## src/rtl/core/multiplexed_seven_segment_driver_macros.svh

```systemverilog
// ----------------------------------------------------------------------------
// Assertion macros for the seven-segment driver
// Shared check forms, all clocked on clk and quiet while arst_n is low.
// ----------------------------------------------------------------------------
`ifndef MULTIPLEXED_SEVEN_SEGMENT_DRIVER_MACROS_SVH
`define MULTIPLEXED_SEVEN_SEGMENT_DRIVER_MACROS_SVH

// The consequent must hold in the same cycle as the antecedent.
`define MSD_ASSERT_SAME(label, cond, conseq, msg) \
	label: assert property (@(posedge clk) disable iff (!arst_n) (cond) |-> (conseq)) \
		else $error(msg);

// The consequent must hold in the cycle after the antecedent.
`define MSD_ASSERT_NEXT(label, cond, conseq, msg) \
	label: assert property (@(posedge clk) disable iff (!arst_n) (cond) |=> (conseq)) \
		else $error(msg);

`endif

```

## src/rtl/core/msd_pkg.sv

```systemverilog
// ----------------------------------------------------------------------------
// Seven-segment driver package
// Widths, display codes, mode and register codes, and divider handshake types.
// ----------------------------------------------------------------------------
package msd_pkg;

	localparam int VALUE_W       = 64;
	localparam int CODE_W        = 5;
	localparam int DIGIT_W       = 4;
	localparam int BASE_W        = 5;
	localparam int DIV_STEP_BITS = 8;
	localparam int DIV_CYCLES    = VALUE_W / DIV_STEP_BITS;
	localparam int MAX_DIGITS_DEF = 8;

	localparam logic [CODE_W-1:0] CODE_MINUS = 5'd16;
	localparam logic [CODE_W-1:0] CODE_BLANK = 5'd17;
	localparam logic [CODE_W-1:0] CODE_ZERO  = 5'd0;

	localparam logic [BASE_W-1:0] BASE_DEC = 5'd10;
	localparam logic [BASE_W-1:0] BASE_HEX = 5'd16;

	localparam logic [3:0] DIGIT_COUNT_RST = 4'd8;
	localparam logic signed [3:0] POINT_NONE = -4'sd1;

	typedef enum logic [1:0] {
		MODE_LOAD_DEC = 2'd0,
		MODE_LOAD_HEX = 2'd1,
		MODE_TICK     = 2'd2,
		MODE_CLEAR    = 2'd3
	} mode_t;

	typedef enum logic [1:0] {
		CFG_DIGIT_COUNT = 2'd0,
		CFG_ZERO_FILL   = 2'd1,
		CFG_ALLOW_SIGN  = 2'd2
	} cfg_idx_t;

	typedef struct packed {
		logic              start;
		logic [BASE_W-1:0] base;
	} div_req_t;

	typedef struct packed {
		logic done;
	} div_rsp_t;

endpackage

```

## src/rtl/core/msd_divider.sv

```systemverilog
// ----------------------------------------------------------------------------
// Digit divider
// Restoring division of a 64-bit word by a small base, eight bits per cycle.
// ----------------------------------------------------------------------------
module msd_divider
	import msd_pkg::*;
(
	input  logic               clk,
	input  logic               arst_n,
	input  div_req_t           req,
	input  logic [VALUE_W-1:0] dividend,
	output div_rsp_t           rsp,
	output logic [VALUE_W-1:0] quotient,
	output logic [DIGIT_W-1:0] remainder
);

	localparam int CNT_W = (DIV_CYCLES > 1) ? $clog2(DIV_CYCLES) : 1;
	localparam logic [CNT_W-1:0] CNT_LAST = CNT_W'(DIV_CYCLES - 1);

	logic [VALUE_W-1:0] acc_q, acc_nxt;
	logic [BASE_W-1:0]  rem_q, rem_nxt;
	logic [BASE_W-1:0]  base_q;
	logic [CNT_W-1:0]   cnt_q;
	logic               busy_q;
	logic               done_q;

	// The partial remainder stays below the base, so one shifted-in bit never
	// overflows its five bits. Quotient bits enter the accumulator from below.
	always_comb begin
		acc_nxt = acc_q;
		rem_nxt = rem_q;
		for (int k = 0; k < DIV_STEP_BITS; k++) begin
			rem_nxt = {rem_nxt[BASE_W-2:0], acc_nxt[VALUE_W-1]};
			acc_nxt = {acc_nxt[VALUE_W-2:0], 1'b0};
			if (rem_nxt >= base_q) begin
				rem_nxt    = rem_nxt - base_q;
				acc_nxt[0] = 1'b1;
			end
		end
	end

	always_ff @(posedge clk or negedge arst_n) begin
		if (!arst_n) begin
			busy_q <= 1'b0;
			done_q <= 1'b0;
			cnt_q  <= '0;
		end else begin
			done_q <= 1'b0;
			if (req.start) begin
				busy_q <= 1'b1;
				cnt_q  <= '0;
			end else if (busy_q) begin
				cnt_q <= cnt_q + 1'b1;
				if (cnt_q == CNT_LAST) begin
					busy_q <= 1'b0;
					done_q <= 1'b1;
				end
			end
		end
	end

	always_ff @(posedge clk) begin
		if (req.start) begin
			acc_q  <= dividend;
			rem_q  <= '0;
			base_q <= req.base;
		end else if (busy_q) begin
			acc_q <= acc_nxt;
			rem_q <= rem_nxt;
		end
	end

	assign rsp.done  = done_q;
	assign quotient  = acc_q;
	assign remainder = rem_q[DIGIT_W-1:0];

endmodule

```

## src/rtl/core/multiplexed_seven_segment_driver.sv

```systemverilog
// Scan ticks and clears register their result beat at the accept edge.
// A load runs the divider once per converted digit, then a finishing state writes the fill,
// sign and point and delivers its result beat once the output register is free.
// The block takes no new beat while a load converts or a result is held by stall.
// Reset (arst_n low, asynchronous) blanks every digit, stops scanning, puts the
// cursor at 0, clears the point and restores the registers to 8 digits, blank fill, no sign.
// ----------------------------------------------------------------------------
// Multiplexed seven-segment driver
// Converts decimal or hex loads into a digit store with a shared divider and
// scans the store out one digit per tick.
// ----------------------------------------------------------------------------
`include "multiplexed_seven_segment_driver_macros.svh"

module multiplexed_seven_segment_driver
	import msd_pkg::*;
#(
	parameter int MAX_DIGITS = MAX_DIGITS_DEF
) (
	input  logic               clk,
	input  logic               arst_n,
	// Configuration write port.
	input  logic               cfg_write,
	input  logic [1:0]         cfg_index,
	input  logic [3:0]         cfg_data,
	// Item channel.
	input  logic               item_valid,
	output logic               item_stall,
	input  logic [1:0]         mode,
	input  logic [VALUE_W-1:0] value,
	input  logic signed [3:0]  point_position,
	// Result channel.
	output logic               result_valid,
	input  logic               result_stall,
	output logic [2:0]         digit_index,
	output logic [CODE_W-1:0]  digit_code,
	output logic               point_on,
	output logic               digit_enabled,
	output logic               load_error
);

	// CNT_W holds a digit count up to MAX_DIGITS; IDX_W addresses the store.
	localparam int CNT_W = $clog2(MAX_DIGITS + 1);
	localparam int IDX_W = (MAX_DIGITS > 1) ? $clog2(MAX_DIGITS) : 1;

	typedef enum logic [2:0] {
		ST_IDLE   = 3'b001,
		ST_DIVIDE = 3'b010,
		ST_FINISH = 3'b100
	} state_t;

	state_t state_q;

	// Configuration registers.
	logic [3:0] digit_count_q;
	logic       zero_fill_q;
	logic       allow_sign_q;

	// Display state.
	logic [CODE_W-1:0]  store_q [MAX_DIGITS];
	logic [IDX_W-1:0]   cursor_q;
	logic signed [3:0]  point_q;
	logic               stopped_q;

	// Load context, held while the divider works through the digits.
	logic               minus_q;
	logic signed [3:0]  point_ld_q;
	logic [BASE_W-1:0]  base_q;
	logic [CNT_W-1:0]   idx_q;
	logic [CNT_W-1:0]   nd_q;
	logic               err_q;

	// Result register.
	logic               result_valid_q;
	logic [2:0]         res_index_q;
	logic [CODE_W-1:0]  res_code_q;
	logic               res_point_q;
	logic               res_enabled_q;
	logic               res_error_q;

	// Divider connection.
	div_req_t           div_req;
	div_rsp_t           div_rsp;
	logic [VALUE_W-1:0] div_dividend;
	logic [VALUE_W-1:0] div_quotient;
	logic [DIGIT_W-1:0] div_rem;

	logic               out_free;
	logic               accept;
	logic               res_load;
	mode_t              mode_in;
	logic               is_load;
	logic [VALUE_W-1:0] load_mag;
	logic [CNT_W-1:0]   n_att;
	logic [CNT_W-1:0]   idx_next;
	logic               more_digits;
	logic               too_long;
	logic [CNT_W-1:0]   tick_next;
	logic [IDX_W-1:0]   tick_idx;
	logic [CODE_W-1:0]  tick_code;
	logic               tick_point;
	logic               sign_err;
	logic               fin_err;
	logic [CNT_W-1:0]   sign_pos;

	// The output register frees up in the same cycle its beat is taken, so a
	// tick can land right behind a result that leaves.
	assign out_free   = !result_valid_q || !result_stall;
	assign item_stall = (state_q != ST_IDLE) || !out_free;
	assign accept     = item_valid && !item_stall;
	assign mode_in    = mode_t'(mode);
	assign is_load    = (mode_in == MODE_LOAD_DEC) || (mode_in == MODE_LOAD_HEX);

	// A new result beat enters the output register for a tick or clear at its
	// accept edge, and for a load when it finishes.
	assign res_load = (accept && !is_load) || (state_q == ST_FINISH && out_free);

	// Decimal loads show the magnitude; the most negative value negates to 2^63
	// which is still correct as an unsigned 64-bit word.
	assign load_mag = (mode_in == MODE_LOAD_DEC && value[VALUE_W-1]) ?
		(~value + 1'b1) : value;

	// Attached digits: the register saturated to 1..MAX_DIGITS.
	always_comb begin
		if (digit_count_q == 4'd0) begin
			n_att = CNT_W'(1);
		end else if (int'(digit_count_q) > MAX_DIGITS) begin
			n_att = CNT_W'(MAX_DIGITS);
		end else begin
			n_att = CNT_W'(digit_count_q);
		end
	end

	// After each digit: stop when the quotient is exhausted, flag an overflow
	// when digits remain but every attached position is already used.
	assign idx_next    = idx_q + 1'b1;
	assign more_digits = (div_quotient != '0);
	assign too_long    = more_digits && (idx_next >= n_att);

	always_comb begin
		div_req.start = 1'b0;
		div_req.base  = base_q;
		div_dividend  = div_quotient;
		if (state_q == ST_IDLE) begin
			div_req.start = accept && is_load;
			div_req.base  = (mode_in == MODE_LOAD_DEC) ? BASE_DEC : BASE_HEX;
			div_dividend  = load_mag;
		end else if (state_q == ST_DIVIDE) begin
			div_req.start = div_rsp.done && more_digits && !too_long;
		end
	end

	msd_divider u_divider (
		.clk       (clk),
		.arst_n    (arst_n),
		.req       (div_req),
		.dividend  (div_dividend),
		.rsp       (div_rsp),
		.quotient  (div_quotient),
		.remainder (div_rem)
	);

	// Scan tick: advance the cursor with wrap at the attached count. A cursor
	// left past a shrunken count also wraps to digit 0 here.
	always_comb begin
		tick_next = CNT_W'(cursor_q) + 1'b1;
		if (tick_next >= n_att) begin
			tick_next = '0;
		end
	end
	assign tick_idx   = tick_next[IDX_W-1:0];
	assign tick_code  = store_q[tick_idx];
	assign tick_point = !point_q[3] && (int'(tick_idx) == int'(point_q[2:0]));

	// Finishing a load: a sign that needs a free position but finds none turns
	// into the dash pattern, like a number that is too long.
	assign sign_err = minus_q && allow_sign_q && (nd_q == n_att);
	assign fin_err  = err_q || sign_err;
	assign sign_pos = zero_fill_q ? (n_att - 1'b1) : nd_q;

	always_ff @(posedge clk or negedge arst_n) begin
		if (!arst_n) begin
			state_q        <= ST_IDLE;
			digit_count_q  <= DIGIT_COUNT_RST;
			zero_fill_q    <= 1'b0;
			allow_sign_q   <= 1'b0;
			for (int j = 0; j < MAX_DIGITS; j++) begin
				store_q[j] <= CODE_BLANK;
			end
			cursor_q       <= '0;
			point_q        <= POINT_NONE;
			stopped_q      <= 1'b1;
			result_valid_q <= 1'b0;
		end else begin
			if (cfg_write) begin
				case (cfg_idx_t'(cfg_index))
					CFG_DIGIT_COUNT: digit_count_q <= cfg_data;
					CFG_ZERO_FILL:   zero_fill_q   <= cfg_data[0];
					CFG_ALLOW_SIGN:  allow_sign_q  <= cfg_data[0];
					default: begin
					end
				endcase
			end

			if (res_load) begin
				result_valid_q <= 1'b1;
			end else if (!result_stall) begin
				result_valid_q <= 1'b0;
			end

			case (state_q)
				ST_IDLE: begin
					if (accept) begin
						case (mode_in)
							MODE_LOAD_DEC, MODE_LOAD_HEX: begin
								state_q <= ST_DIVIDE;
							end
							MODE_TICK: begin
								if (!stopped_q) begin
									cursor_q <= tick_idx;
								end
							end
							MODE_CLEAR: begin
								stopped_q <= 1'b1;
							end
							default: begin
							end
						endcase
					end
				end
				ST_DIVIDE: begin
					if (div_rsp.done) begin
						// Digit positions past the attached count are never written.
						store_q[idx_q[IDX_W-1:0]] <= CODE_W'(div_rem);
						if (!more_digits || too_long) begin
							state_q <= ST_FINISH;
						end
					end
				end
				ST_FINISH: begin
					if (out_free) begin
						state_q        <= ST_IDLE;
						cursor_q       <= '0;
						stopped_q      <= 1'b0;
						point_q        <= fin_err ? POINT_NONE : point_ld_q;
						for (int j = 0; j < MAX_DIGITS; j++) begin
							if (j < int'(n_att)) begin
								if (fin_err) begin
									store_q[j] <= CODE_MINUS;
								end else if (minus_q && allow_sign_q &&
									j == int'(sign_pos)) begin
									store_q[j] <= CODE_MINUS;
								end else if (j >= int'(nd_q)) begin
									store_q[j] <= zero_fill_q ? CODE_ZERO : CODE_BLANK;
								end
							end
						end
					end
				end
				default: begin
					state_q <= ST_IDLE;
				end
			endcase
		end
	end

	// Load context and result payload carry no reset.
	always_ff @(posedge clk) begin
		if (state_q == ST_IDLE && accept) begin
			if (is_load) begin
				minus_q    <= (mode_in == MODE_LOAD_DEC) && value[VALUE_W-1];
				point_ld_q <= (mode_in == MODE_LOAD_DEC) ? point_position : POINT_NONE;
				base_q     <= div_req.base;
				idx_q      <= '0;
				err_q      <= 1'b0;
			end else if (mode_in == MODE_TICK && !stopped_q) begin
				res_index_q   <= 3'(tick_idx);
				res_code_q    <= tick_code;
				res_enabled_q <= (tick_code != CODE_BLANK);
				res_point_q   <= (tick_code != CODE_BLANK) && tick_point;
				res_error_q   <= 1'b0;
			end else begin
				res_index_q   <= 3'(cursor_q);
				res_code_q    <= CODE_BLANK;
				res_point_q   <= 1'b0;
				res_enabled_q <= 1'b0;
				res_error_q   <= 1'b0;
			end
		end

		if (state_q == ST_DIVIDE && div_rsp.done) begin
			idx_q <= idx_next;
			if (!more_digits) begin
				nd_q <= idx_next;
			end
			if (too_long) begin
				err_q <= 1'b1;
			end
		end

		if (state_q == ST_FINISH && out_free) begin
			res_index_q   <= 3'd0;
			res_code_q    <= CODE_BLANK;
			res_point_q   <= 1'b0;
			res_enabled_q <= 1'b0;
			res_error_q   <= fin_err;
		end
	end

	assign result_valid  = result_valid_q;
	assign digit_index   = res_index_q;
	assign digit_code    = res_code_q;
	assign point_on      = res_point_q;
	assign digit_enabled = res_enabled_q;
	assign load_error    = res_error_q;

	// A failed load always shows a dark digit 0 in its result beat.
	`MSD_ASSERT_SAME(a_error_beat, result_valid && load_error,
		!digit_enabled && digit_index == 3'd0 && !point_on, "load error beat with a driven digit")
	// A driven digit never carries the blank code, and a point needs a driven digit.
	`MSD_ASSERT_SAME(a_enable_code, result_valid && (digit_enabled || point_on),
		digit_enabled && digit_code != CODE_BLANK, "enable or point inconsistent with code")
	// The divider only reports back while a load is converting.
	`MSD_ASSERT_SAME(a_div_done, div_rsp.done, state_q == ST_DIVIDE,
		"divider done outside conversion")
	// A finishing load with a free output register hands over its beat at once.
	`MSD_ASSERT_NEXT(a_finish, state_q == ST_FINISH && out_free,
		state_q == ST_IDLE && result_valid && !stopped_q, "load finish did not deliver")

endmodule

```

## config.mk

```make
export PLATFORM = sky130hd
export DESIGN_NAME = multiplexed_seven_segment_driver
export DESIGN_NICKNAME = d
export VERILOG_FILES = /design/src/rtl/core/msd_pkg.sv /design/src/rtl/core/msd_divider.sv /design/src/rtl/core/multiplexed_seven_segment_driver.sv
export VERILOG_INCLUDE_DIRS = /design/src /design/src/rtl/core
export SDC_FILE = /design/constraint.sdc
export NUM_CORES = 1
export LEC_CHECK = 0
export BUFFER_PORTS_ARGS = -buffer_cell sky130_fd_sc_hd__buf_2
export CORE_UTILIZATION = 53
export CTS_CLUSTER_DIAMETER = 80
export DETAILED_ROUTE_END_ITERATION = 8
export GPL_TIMING_DRIVEN = 0
export PLACE_DENSITY = 0.75
export REMOVE_ABC_BUFFERS = 1
export SLEW_MARGIN = 20
export SYNTH_ARGS = -nofsm -noshare
export SYNTH_HDL_FRONTEND = slang
export SYNTH_SLANG_ARGS = --single-unit
```

## constraint.sdc

```tcl
create_clock -name clk -period 15.2 [get_ports clk]
set_clock_uncertainty 0.15 [all_clocks]
set_input_delay 3.04 -clock clk [delete_from_list [all_inputs] [get_ports clk]]
set_output_delay 3.04 -clock clk [all_outputs]
set_load 0.1 [all_outputs]
```

# Yosys cells after proc, flatten, opt, wreduce, memory -nomap -nowiden
# Index checks and enable logic that the tools add are counted.
[word_totals]
register_bits = 166
output_inout_bits = 13
[classes]
n_addsub = 13
order_cmp = 30
n_eq_ne = 47
n_mux = 110
bitwise_logic = 5
reduce_logical = 72
[ops]
columns = ["operator", "count"]
rows = [
  ["64-bit two-way mux", 4],
  ["5-bit two-way mux", 39],
  ["40-bit two-way mux", 2],
  ["40-bit case mux with 2 select lines", 1],
  ["64-bit by 1-bit adder with 64-bit output (second input constant)", 1],
  ["64-bit inverter", 1],
  ["64-bit nonzero test", 1],
  ["4-bit two-way mux", 15],
  ["5-bit AND reduction", 10],
  ["40-bit bitwise mux", 1],
  ["5-bit greater-or-equal comparator", 8],
  ["3-bit two-way mux", 13],
  ["4-bit by 2-bit != test with 1-bit output (second input constant)", 8],
  ["4-bit subtractor", 8],
  ["1-bit two-way mux", 30],
  ["2-bit by 1-bit != test with 1-bit output (second input constant)", 15],
  ["1-bit logical AND", 24],
  ["2-bit AND reduction", 10],
  ["4-bit == test (first input constant)", 4],
  ["3-bit by 4-bit greater-or-equal comparator with 1-bit output (first input constant)", 4],
  ["3-bit by 4-bit less-than comparator with 1-bit output (first input constant)", 4],
  ["5-bit binary-select mux with 3-bit select", 1],
  ["5-bit demux with 3-bit select", 1],
  ["2-bit nonzero test", 6],
  ["35 further kinds", 66],
]

# Logic depth before layout (Yosys ltp)
# Gate-level depths: netlist of run 1.
[logic_depth]
ltp_word = 18
depth_mapped = 52
depth_no_buf = 52

# By module
# Synthesis of run 1 repeated with hierarchy kept, for this count alone.
[hier_totals]
hier_cells = 1274
hier_area_um2 = 11966.5
[modules_own_cells]
columns = ["module", "instances", "cells_per_inst", "area_each_um2"]
rows = [
  ["multiplexed_seven_segment_driver", 1, 869, 7016.7],
  ["msd_divider", 1, 405, 4949.7],
]

# Worst setup path after synthesis of run 1
# OpenSTA, ideal clock, no wires.
[synth_timing]
path_type = "register to register"
from = "reg u_divider.base_q[1]"
to = "reg u_divider.rem_q[1]"
t_arrival_ns = 10.269
required_ns = 14.913
setup_slack_ns = 4.644
stages_incl_launch_ff = 47
n_path_buf = 0
synth_period_minus_slack_ns = 10.556
cell_sequence = "edfxtp_1 inv_1 ha_1 a21o_1 a21o_1 a21o_1 a21o_1 mux2i_1 inv_1 ha_1 a21o_1 o41a_1 nand2_1 inv_1 ha_1 a21o_1 a21oi_1 nor2_1 [11 not listed] inv_1 ha_1 nor2b_1 o21ai_0 a31oi_1 mux2_2 inv_1 ha_1 nor2b_1 o21ai_0 a31oi_1 mux2_2 ha_1 nand2_1 o31ai_1 inv_1 mux2i_1 a21oi_1"
[synth_between]
elab_chain_cells = 16
elab_cells_between_ends = 24
classes_between = "add/sub (8); order compare (8); mux (8)"
[synth_lines]
columns = ["item", "line", "rtl"]
rows = [
  ["start, declared", "msd_divider.sv:22", "logic [BASE_W-1:0] base_q;"],
  ["start signal, assigned", "msd_divider.sv:66", "base_q <= req.base;"],
  ["4-bit subtractor / 5-bit greater-or-equal comparator (equally long branches)", "msd_divider.sv:36, msd_divider.sv:35", ""],
  ["4-bit two-way mux", "msd_divider.sv:35", "if (rem_nxt >= base_q) begin"],
  ["4-bit subtractor / 5-bit greater-or-equal comparator (equally long branches)", "msd_divider.sv:36, msd_divider.sv:35", ""],
  ["4-bit two-way mux", "msd_divider.sv:35", ""],
  ["4-bit subtractor / 5-bit greater-or-equal comparator (equally long branches)", "msd_divider.sv:36, msd_divider.sv:35", ""],
  ["4-bit two-way mux", "msd_divider.sv:35", ""],
  ["5-bit greater-or-equal comparator / 4-bit subtractor (equally long branches)", "msd_divider.sv:35, msd_divider.sv:36", ""],
  ["4-bit two-way mux", "msd_divider.sv:35", ""],
  ["4-bit subtractor / 5-bit greater-or-equal comparator (equally long branches)", "msd_divider.sv:36, msd_divider.sv:35", ""],
  ["4-bit two-way mux", "msd_divider.sv:35", ""],
  ["4-bit subtractor / 5-bit greater-or-equal comparator (equally long branches)", "msd_divider.sv:36, msd_divider.sv:35", ""],
  ["4-bit two-way mux", "msd_divider.sv:35", ""],
  ["5-bit greater-or-equal comparator / 4-bit subtractor (equally long branches)", "msd_divider.sv:35, msd_divider.sv:36", ""],
  ["4-bit two-way mux", "msd_divider.sv:35", ""],
  ["4-bit subtractor / 5-bit greater-or-equal comparator (equally long branches)", "msd_divider.sv:36, msd_divider.sv:35", ""],
  ["4-bit two-way mux *", "msd_divider.sv:35", ""],
  ["end signal, assigned", "msd_divider.sv:69", "rem_q <= rem_nxt;"],
  ["end, declared", "msd_divider.sv:21", "logic [BASE_W-1:0] rem_q, rem_nxt;"],
]
# Every way passes the cells marked *; elsewhere a longest branch is shown, timed or not.
# A chain may end at the register's enable or synchronous reset.

# Worst setup path in the final report of run 1
# Ends and elaborated chain as after synthesis.

==> metrics.csv, run 1 <==
stage,metric,value,unit
timing,drv_slew,0,
yosys,synth_area,11330,um2
timing,worstMarginPinSlew,1.023,ns
timing,finalHoldViolCount,0,
die,io_pins,94,
worst_hold_path,hold_depth,2,
yosys,ys_async_sr_fraction,0.3795,
critical_path,critPathMostFrequentCell,ha_1,
clocking,cts_resized,0,
drt,vias_per_cell,5.976,
timing,timing.final.ws_setup,2.753,ns
die,die_x,148.2,um
critical_path,cp_top_family,compound AO/OA/AOI/OAI gates,
placed_design,port_buffers,93,
critical_path,cpPeakStageDelay,0.66,ns
yosys,synth-seq-area-share,0.4015,
placed_design,gp_congestion,0.8950,
critical_path,rr_worst_depth,44,
clocking,post_cts_buffers,0,
clocking,clockBufferDepth,2,
worst_hold_path,hold_start,digit_code[1],
clocking,clkTransAtPathRegs,0.07,ns
yosys,post-synth-top-area-cell,edfxtp_1,
critical_path,r2r_start,u_divider.base_q[1],
critical_path,crit_buf_inv,6,
clocking,hold_buffers,0,
critical_path,startpoint_type,flip-flop,
grt,grt_overflow,0,
final_layout,multi_input_area,6404,um2
final_layout,regArea,4548,um2
critical_path,worstReg2RegEnd,u_divider.rem_q[1],
clocking,cts_max_level,4,
worst_hold_path,hold_end,digit_code[1],
yosys,synth_top_area_frac,0.2333,
timing,layout_worst_path_cycle_share,0.8189,
critical_path,required,15.34,ns
final_layout,fillCellCount,1753,
clocking,cts_made_buffers,17,
clocking,cts_tree,yes,
placed_design,dp_cells,1537,
die,start_util,0.5405,
die,rows,53,
yosys,syn_area_per_cell,9.408,um2
yosys,synth_cells,1204,
drt,wire_per_inst,17.77,um
yosys,synth_edf_count,88,
grt,grtUsageTotal,0.2643,
placed_design,hpwl,20.96,mm
clocking,root_buffer,clkbuf_16,
grt,antenna_found_initial,0,
drt,drt-pass1-iter-count,5,
placed_design,pre_cts_slack,2.909,ns
clocking,clock-sinks,166,
final_layout,drive_above_1_share,0.1816,
drt,vias,9376,
run,cap_violations,0,
timing,finalSetupViolCount,0,
critical_path,cp-end-kind,flip-flop,
timing,maxSlewHeadroom,0.3002,
final_layout,instances_no_fill,1569,
critical_path,slowest_stage,edfxtp_1,
die,fp.coreArea,20960,um2
drt,ant_nets,0,
die,dieArea,21960,um2
critical_path,cp_data_arrival_time,12.59,ns
final_layout,syn_to_final_growth,12.34,%
timing,period_minus_slack,12.45,ns
timing,timing.fmax,0.08034,GHz
yosys,synthFlopType,edfxtp_1,
grt,grt_first_pass_wirelength,45.63,mm
worst_hold_path,min_path_type,reg -> reg,
drt,route.detailed.drc,0,
drt,first_iter_violations,753,
timing,rsz0062_at_grt,no,
yosys,synth_warnings,0,
die,die_height,148.2,um
drt,routed_wl,27.88,mm
yosys,ys_types,76,
final_layout,nNetsFinal,1427,
yosys,synth.ff_latch_count,166,
timing,finalSetupTns,0,ns
critical_path,critical_path_class,reg -> reg,
critical_path,cp_max_fo,10,
clocking,clk_latency,0.44,ns
final_layout,diodes,0,
outcome,status,finished clean,
critical_path,reg2reg_slack,2.75,ns
yosys,synth_area_leaders,"edfxtp_1 (23%), dfrtp_1 (8.8%), ha_1 (6.3%)",
grt,grt_pass1_vias,9082,
grt,grt_max_degree,64,
per-stage QoR:
| stage | util | cell area (um2) | hold WS [ns] |
|---|---|---|---|
| after CTS | 0.6069 | 12720 | 0.3001 |
| after floorplan | - | 11170 | 0.2934 |
| after global placement | 0.5717 | 11980 | 0.2790 |
| after global routing | 0.6072 | 12720 | 0.3334 |
| after detailed placement | 0.5794 | 12140 | 0.2884 |
| final | 0.6072 | 12720 | 0.2943 |
flip-flops by register name, indices dropped and copies added, names as in the netlist, 4 cells and up:
signal	flops
base_q	5
digit_code	5
digit_count_q	4
idx_q	4
nd_q	4
point_ld_q	4
point_q	4
store_q	40
u_divider.base_q	5
u_divider.quotient	64
u_divider.rem_q	4
cell families after synthesis:
logic type | share of synthesized area
compound gates | 0.1693
xor+xnor | 0.06650
fa+ha+maj | 0.07710
buf+inv | 0.03579
flops | 0.4015
mux | 0.08152
simple gates | 0.1682
layout by cell type (no fill, tap or decap), drive strengths merged, types with 8 or more instances in the layout:
master / n
nand2: 120
nor2: 108
o21ai: 103
buf: 98
edfxtp: 88
inv: 73
a21oi: 68
ha: 57
mux2: 56
xnor2: 49
dfrtp: 40
xor2: 37
nor4: 31
a31oi: 29
mux2i: 27
nand3: 25
dfstp: 23
a21o: 21
clkbuf: 19
nand2b: 17
nor2b: 17
nor3: 17
o31ai: 17
dfxtp: 15
or3: 13
and2: 10
a211oi: 10
o22ai: 9
fa: 8
o41ai: 8
metal layers:
metal  track usage  up-vias  wire length (um)
met1        0.3481     4458             12300
met5             0        -                 0
met3       0.04632       48              1565
met2        0.4340      320             13360
li1              -     4550                 -
met4        0.1015        0               653
area by class of cell:
cell class,count,share of cell area
clock inverter,13,0.01042
timing repair buffer,98,0.04759
tap,275,0.02704
sequential,166,0.3574
clock buffer,19,0.03481
multi-input combinational,932,0.5032
inverter,66,0.01947
worst max path at each step:
| stage | slack (ns) | start | endpoint | cells past startpoint |
|---|---|---|---|---|
| after floorplan | 4.65 | u_divider.base_q[1] | u_divider.rem_q[1] | 46 |
| after global placement | 2.56 | result_stall | u_divider.quotient[7] | 8 |
| after detailed placement | 2.91 | u_divider.base_q[1] | u_divider.rem_q[1] | 44 |
| after CTS | 2.82 | u_divider.base_q[1] | u_divider.rem_q[1] | 44 |
| after global routing | 1.83 | u_divider.base_q[1] | u_divider.rem_q[1] | 45 |
| final | 2.75 | u_divider.base_q[1] | u_divider.rem_q[1] | 44 |
worst min-delay path, delay by kind of cell (launching register included):
family	cells	cell delay, ns
AND/OR/NAND/NOR	2	0.10
flip-flops	1	0.31
synthesized netlist by cell type (all sizes together), types with 27 or more instances:
master	n
clkbuf	36
edfxtp	88
a21oi	68
mux2	56
nor2	108
ha	57
a31oi	29
inv	65
xor2	37
dfrtp	40
mux2i	27
nor4	31
nand2	120
o21ai	103
xnor2	49
Power of run 1 is not shown: default switching activity piles up to over one toggle a cycle in this logic, so the estimate is an artifact.
==> inputs of run 2 (changes only) <==
==> constraint.sdc (replaced) <==
create_clock -name clk -period 13.05 [get_ports clk]
set_clock_uncertainty 0.15 [all_clocks]
set_input_delay 2.61 -clock clk [delete_from_list [all_inputs] [get_ports clk]]
set_output_delay 2.61 -clock clk [all_outputs]
set_load 0.1 [all_outputs]
==> run 2 against run 1 <==
Final area is essentially flat. Non-clock buffer count is the same. Final cell count is the same. Maximum frequency grew 4.0%. Routed wire length is essentially flat. Register-to-register slack lost 1.7 ns. Worst hold slack is essentially flat. Critical path depth is the same. Flip-flop and latch count is the same. Die area is the same. Worst setup slack lost 1.7 ns.
==> metrics.csv, run 2 (synthesis results as in run 1) <==
stage,metric,value,unit
grt,grt_first_pass_wirelength,45.63,mm
timing,drv_slew,0,
die,dieArea,21960,um2
final_layout,layout_common_cells,"nand2_1 (118), nor2_1 (105), buf_2 (92)",
timing,finalHoldViolCount,0,
drt,vias,9355,
drt,routed_wl,27.87,mm
placed_design,hpwl,20.96,mm
critical_path,startpoint_type,flip-flop,
grt,antenna_found_initial,0,
grt,grt_pass1_vias,9082,
clocking,cts_made_buffers,17,
placed_design,port_buffers,93,
timing,worstMarginPinSlew,1.023,ns
critical_path,critical_path_class,reg -> reg,
critical_path,required,13.20,ns
clocking,clkTransAtPathRegs,0.07,ns
run,cap_violations,0,
timing,layout_worst_path_cycle_share,0.9167,
timing,period_minus_slack,11.96,ns
critical_path,cpPeakStageDelay,0.66,ns
clocking,cts_tree,yes,
clocking,clk_latency,0.44,ns
grt,grt_overflow,0,
worst_hold_path,min_path_type,reg -> reg,
final_layout,syn_to_final_growth,12.44,%
final_layout,drive_above_1_share,0.1832,
final_layout,diodes,0,
timing,rsz0062_at_grt,no,
final_layout,largest_register_ffs,64,
die,die_x,148.2,um
clocking,cts_max_level,4,
critical_path,cp_max_fo,10,
die,start_util,0.5405,
drt,drt-pass1-iter-count,5,
die,die_height,148.2,um
timing,whs,0.2943,ns
clocking,hold_buffers,0,
critical_path,slowest_stage,edfxtp_1,
grt,grt_max_degree,64,
grt,grtUsageTotal,0.2643,
placed_design,gp_congestion,0.8950,
critical_path,cp_data_arrival_time,12.11,ns
timing,maxSlewHeadroom,0.3002,
drt,route.detailed.drc,0,
drt,wire_per_inst,17.77,um
drt,vias_per_cell,5.962,
timing,timing.fmax,0.08359,GHz
critical_path,critPathMostFrequentCell,ha_1,
clocking,clock-sinks,166,
critical_path,cp-end-kind,flip-flop,
clocking,root_buffer,clkbuf_16,
critical_path,crit_buf_inv,6,
final_layout,final_common_cell,nand2_1,
timing,finalSetupViolCount,0,
die,io_pins,94,
drt,ant_nets,0,
critical_path,cp_top_family,compound AO/OA/AOI/OAI gates,
timing,finalSetupTns,0,ns
clocking,clockBufferDepth,2,
die,rows,53,
outcome,status,finished clean,
final_layout,nNetsFinal,1427,
drt,first_iter_violations,696,
clocking,post_cts_buffers,0,
die,fp.coreArea,20960,um2
[run 2: worst register-to-register path, delay by kind of cell (launching register included)]
kind	cells	cell delay [ns]
adders and majority gates	8	2.43
and+or+nand+nor	5	0.53
muxes	6	2.07
DFF	1	0.66
AOI/OAI and AO/OA	19	5.15
buffers and inverters	6	0.82
[run 2: worst paths after layout]
kind | from | end | slack (ns) | depth (start not counted)
min in group asynchronous | arst_n | result_valid | 2.10 | 1
hold / removal | digit_code[1] | digit_code[1] | 0.29 | 2
setup / recovery | u_divider.base_q[1] | u_divider.rem_q[1] | 1.09 | 44
setup reg to reg | u_divider.base_q[1] | u_divider.rem_q[1] | 1.09 | 44
hold reg to reg | digit_code[1] | digit_code[1] | 0.29 | 2
max in group asynchronous | arst_n | allow_sign_q | 10.12 | 1
[run 2: repair_timing]
action / in CTS / in global routing
gates resized for setup: 0 / 2
setup endpoints to repair: 0 / 5
hold endpoints to repair: 0 / 0
[run 2: layout make-up]
type,count,area [um2]
multi-input cells,932,6415
well taps,275,344.1
flip-flops and latches,166,4548
inverters,66,247.7
clock inverters,13,132.6
fillers,1753,8219
clock buffers,19,442.9
repair buffers,98,605.6
[run 2: routing by layer]
layer,global-route usage,vias to the layer above,share of wire
met5,0,-,0
met1,0.3481,4443,0.44
met3,0.04632,48,0.059
met4,0.1015,0,0.023
li1,-,4548,-
met2,0.4340,316,0.48
[run 2: stage by stage]
step                      setup slack [ns]  utilization  area, um2  instances
final                                1.087       0.6078      12740       1569
after global routing                0.1325       0.6078      12740       1569
after CTS                           0.6664       0.6069      12720       1569
after detailed placement            0.7594       0.5794      12140       1537
after global placement              0.8195       0.5717      11980       1532
after floorplan                      2.498            -      11170       1164
Power of run 2 is left out for the same reason.
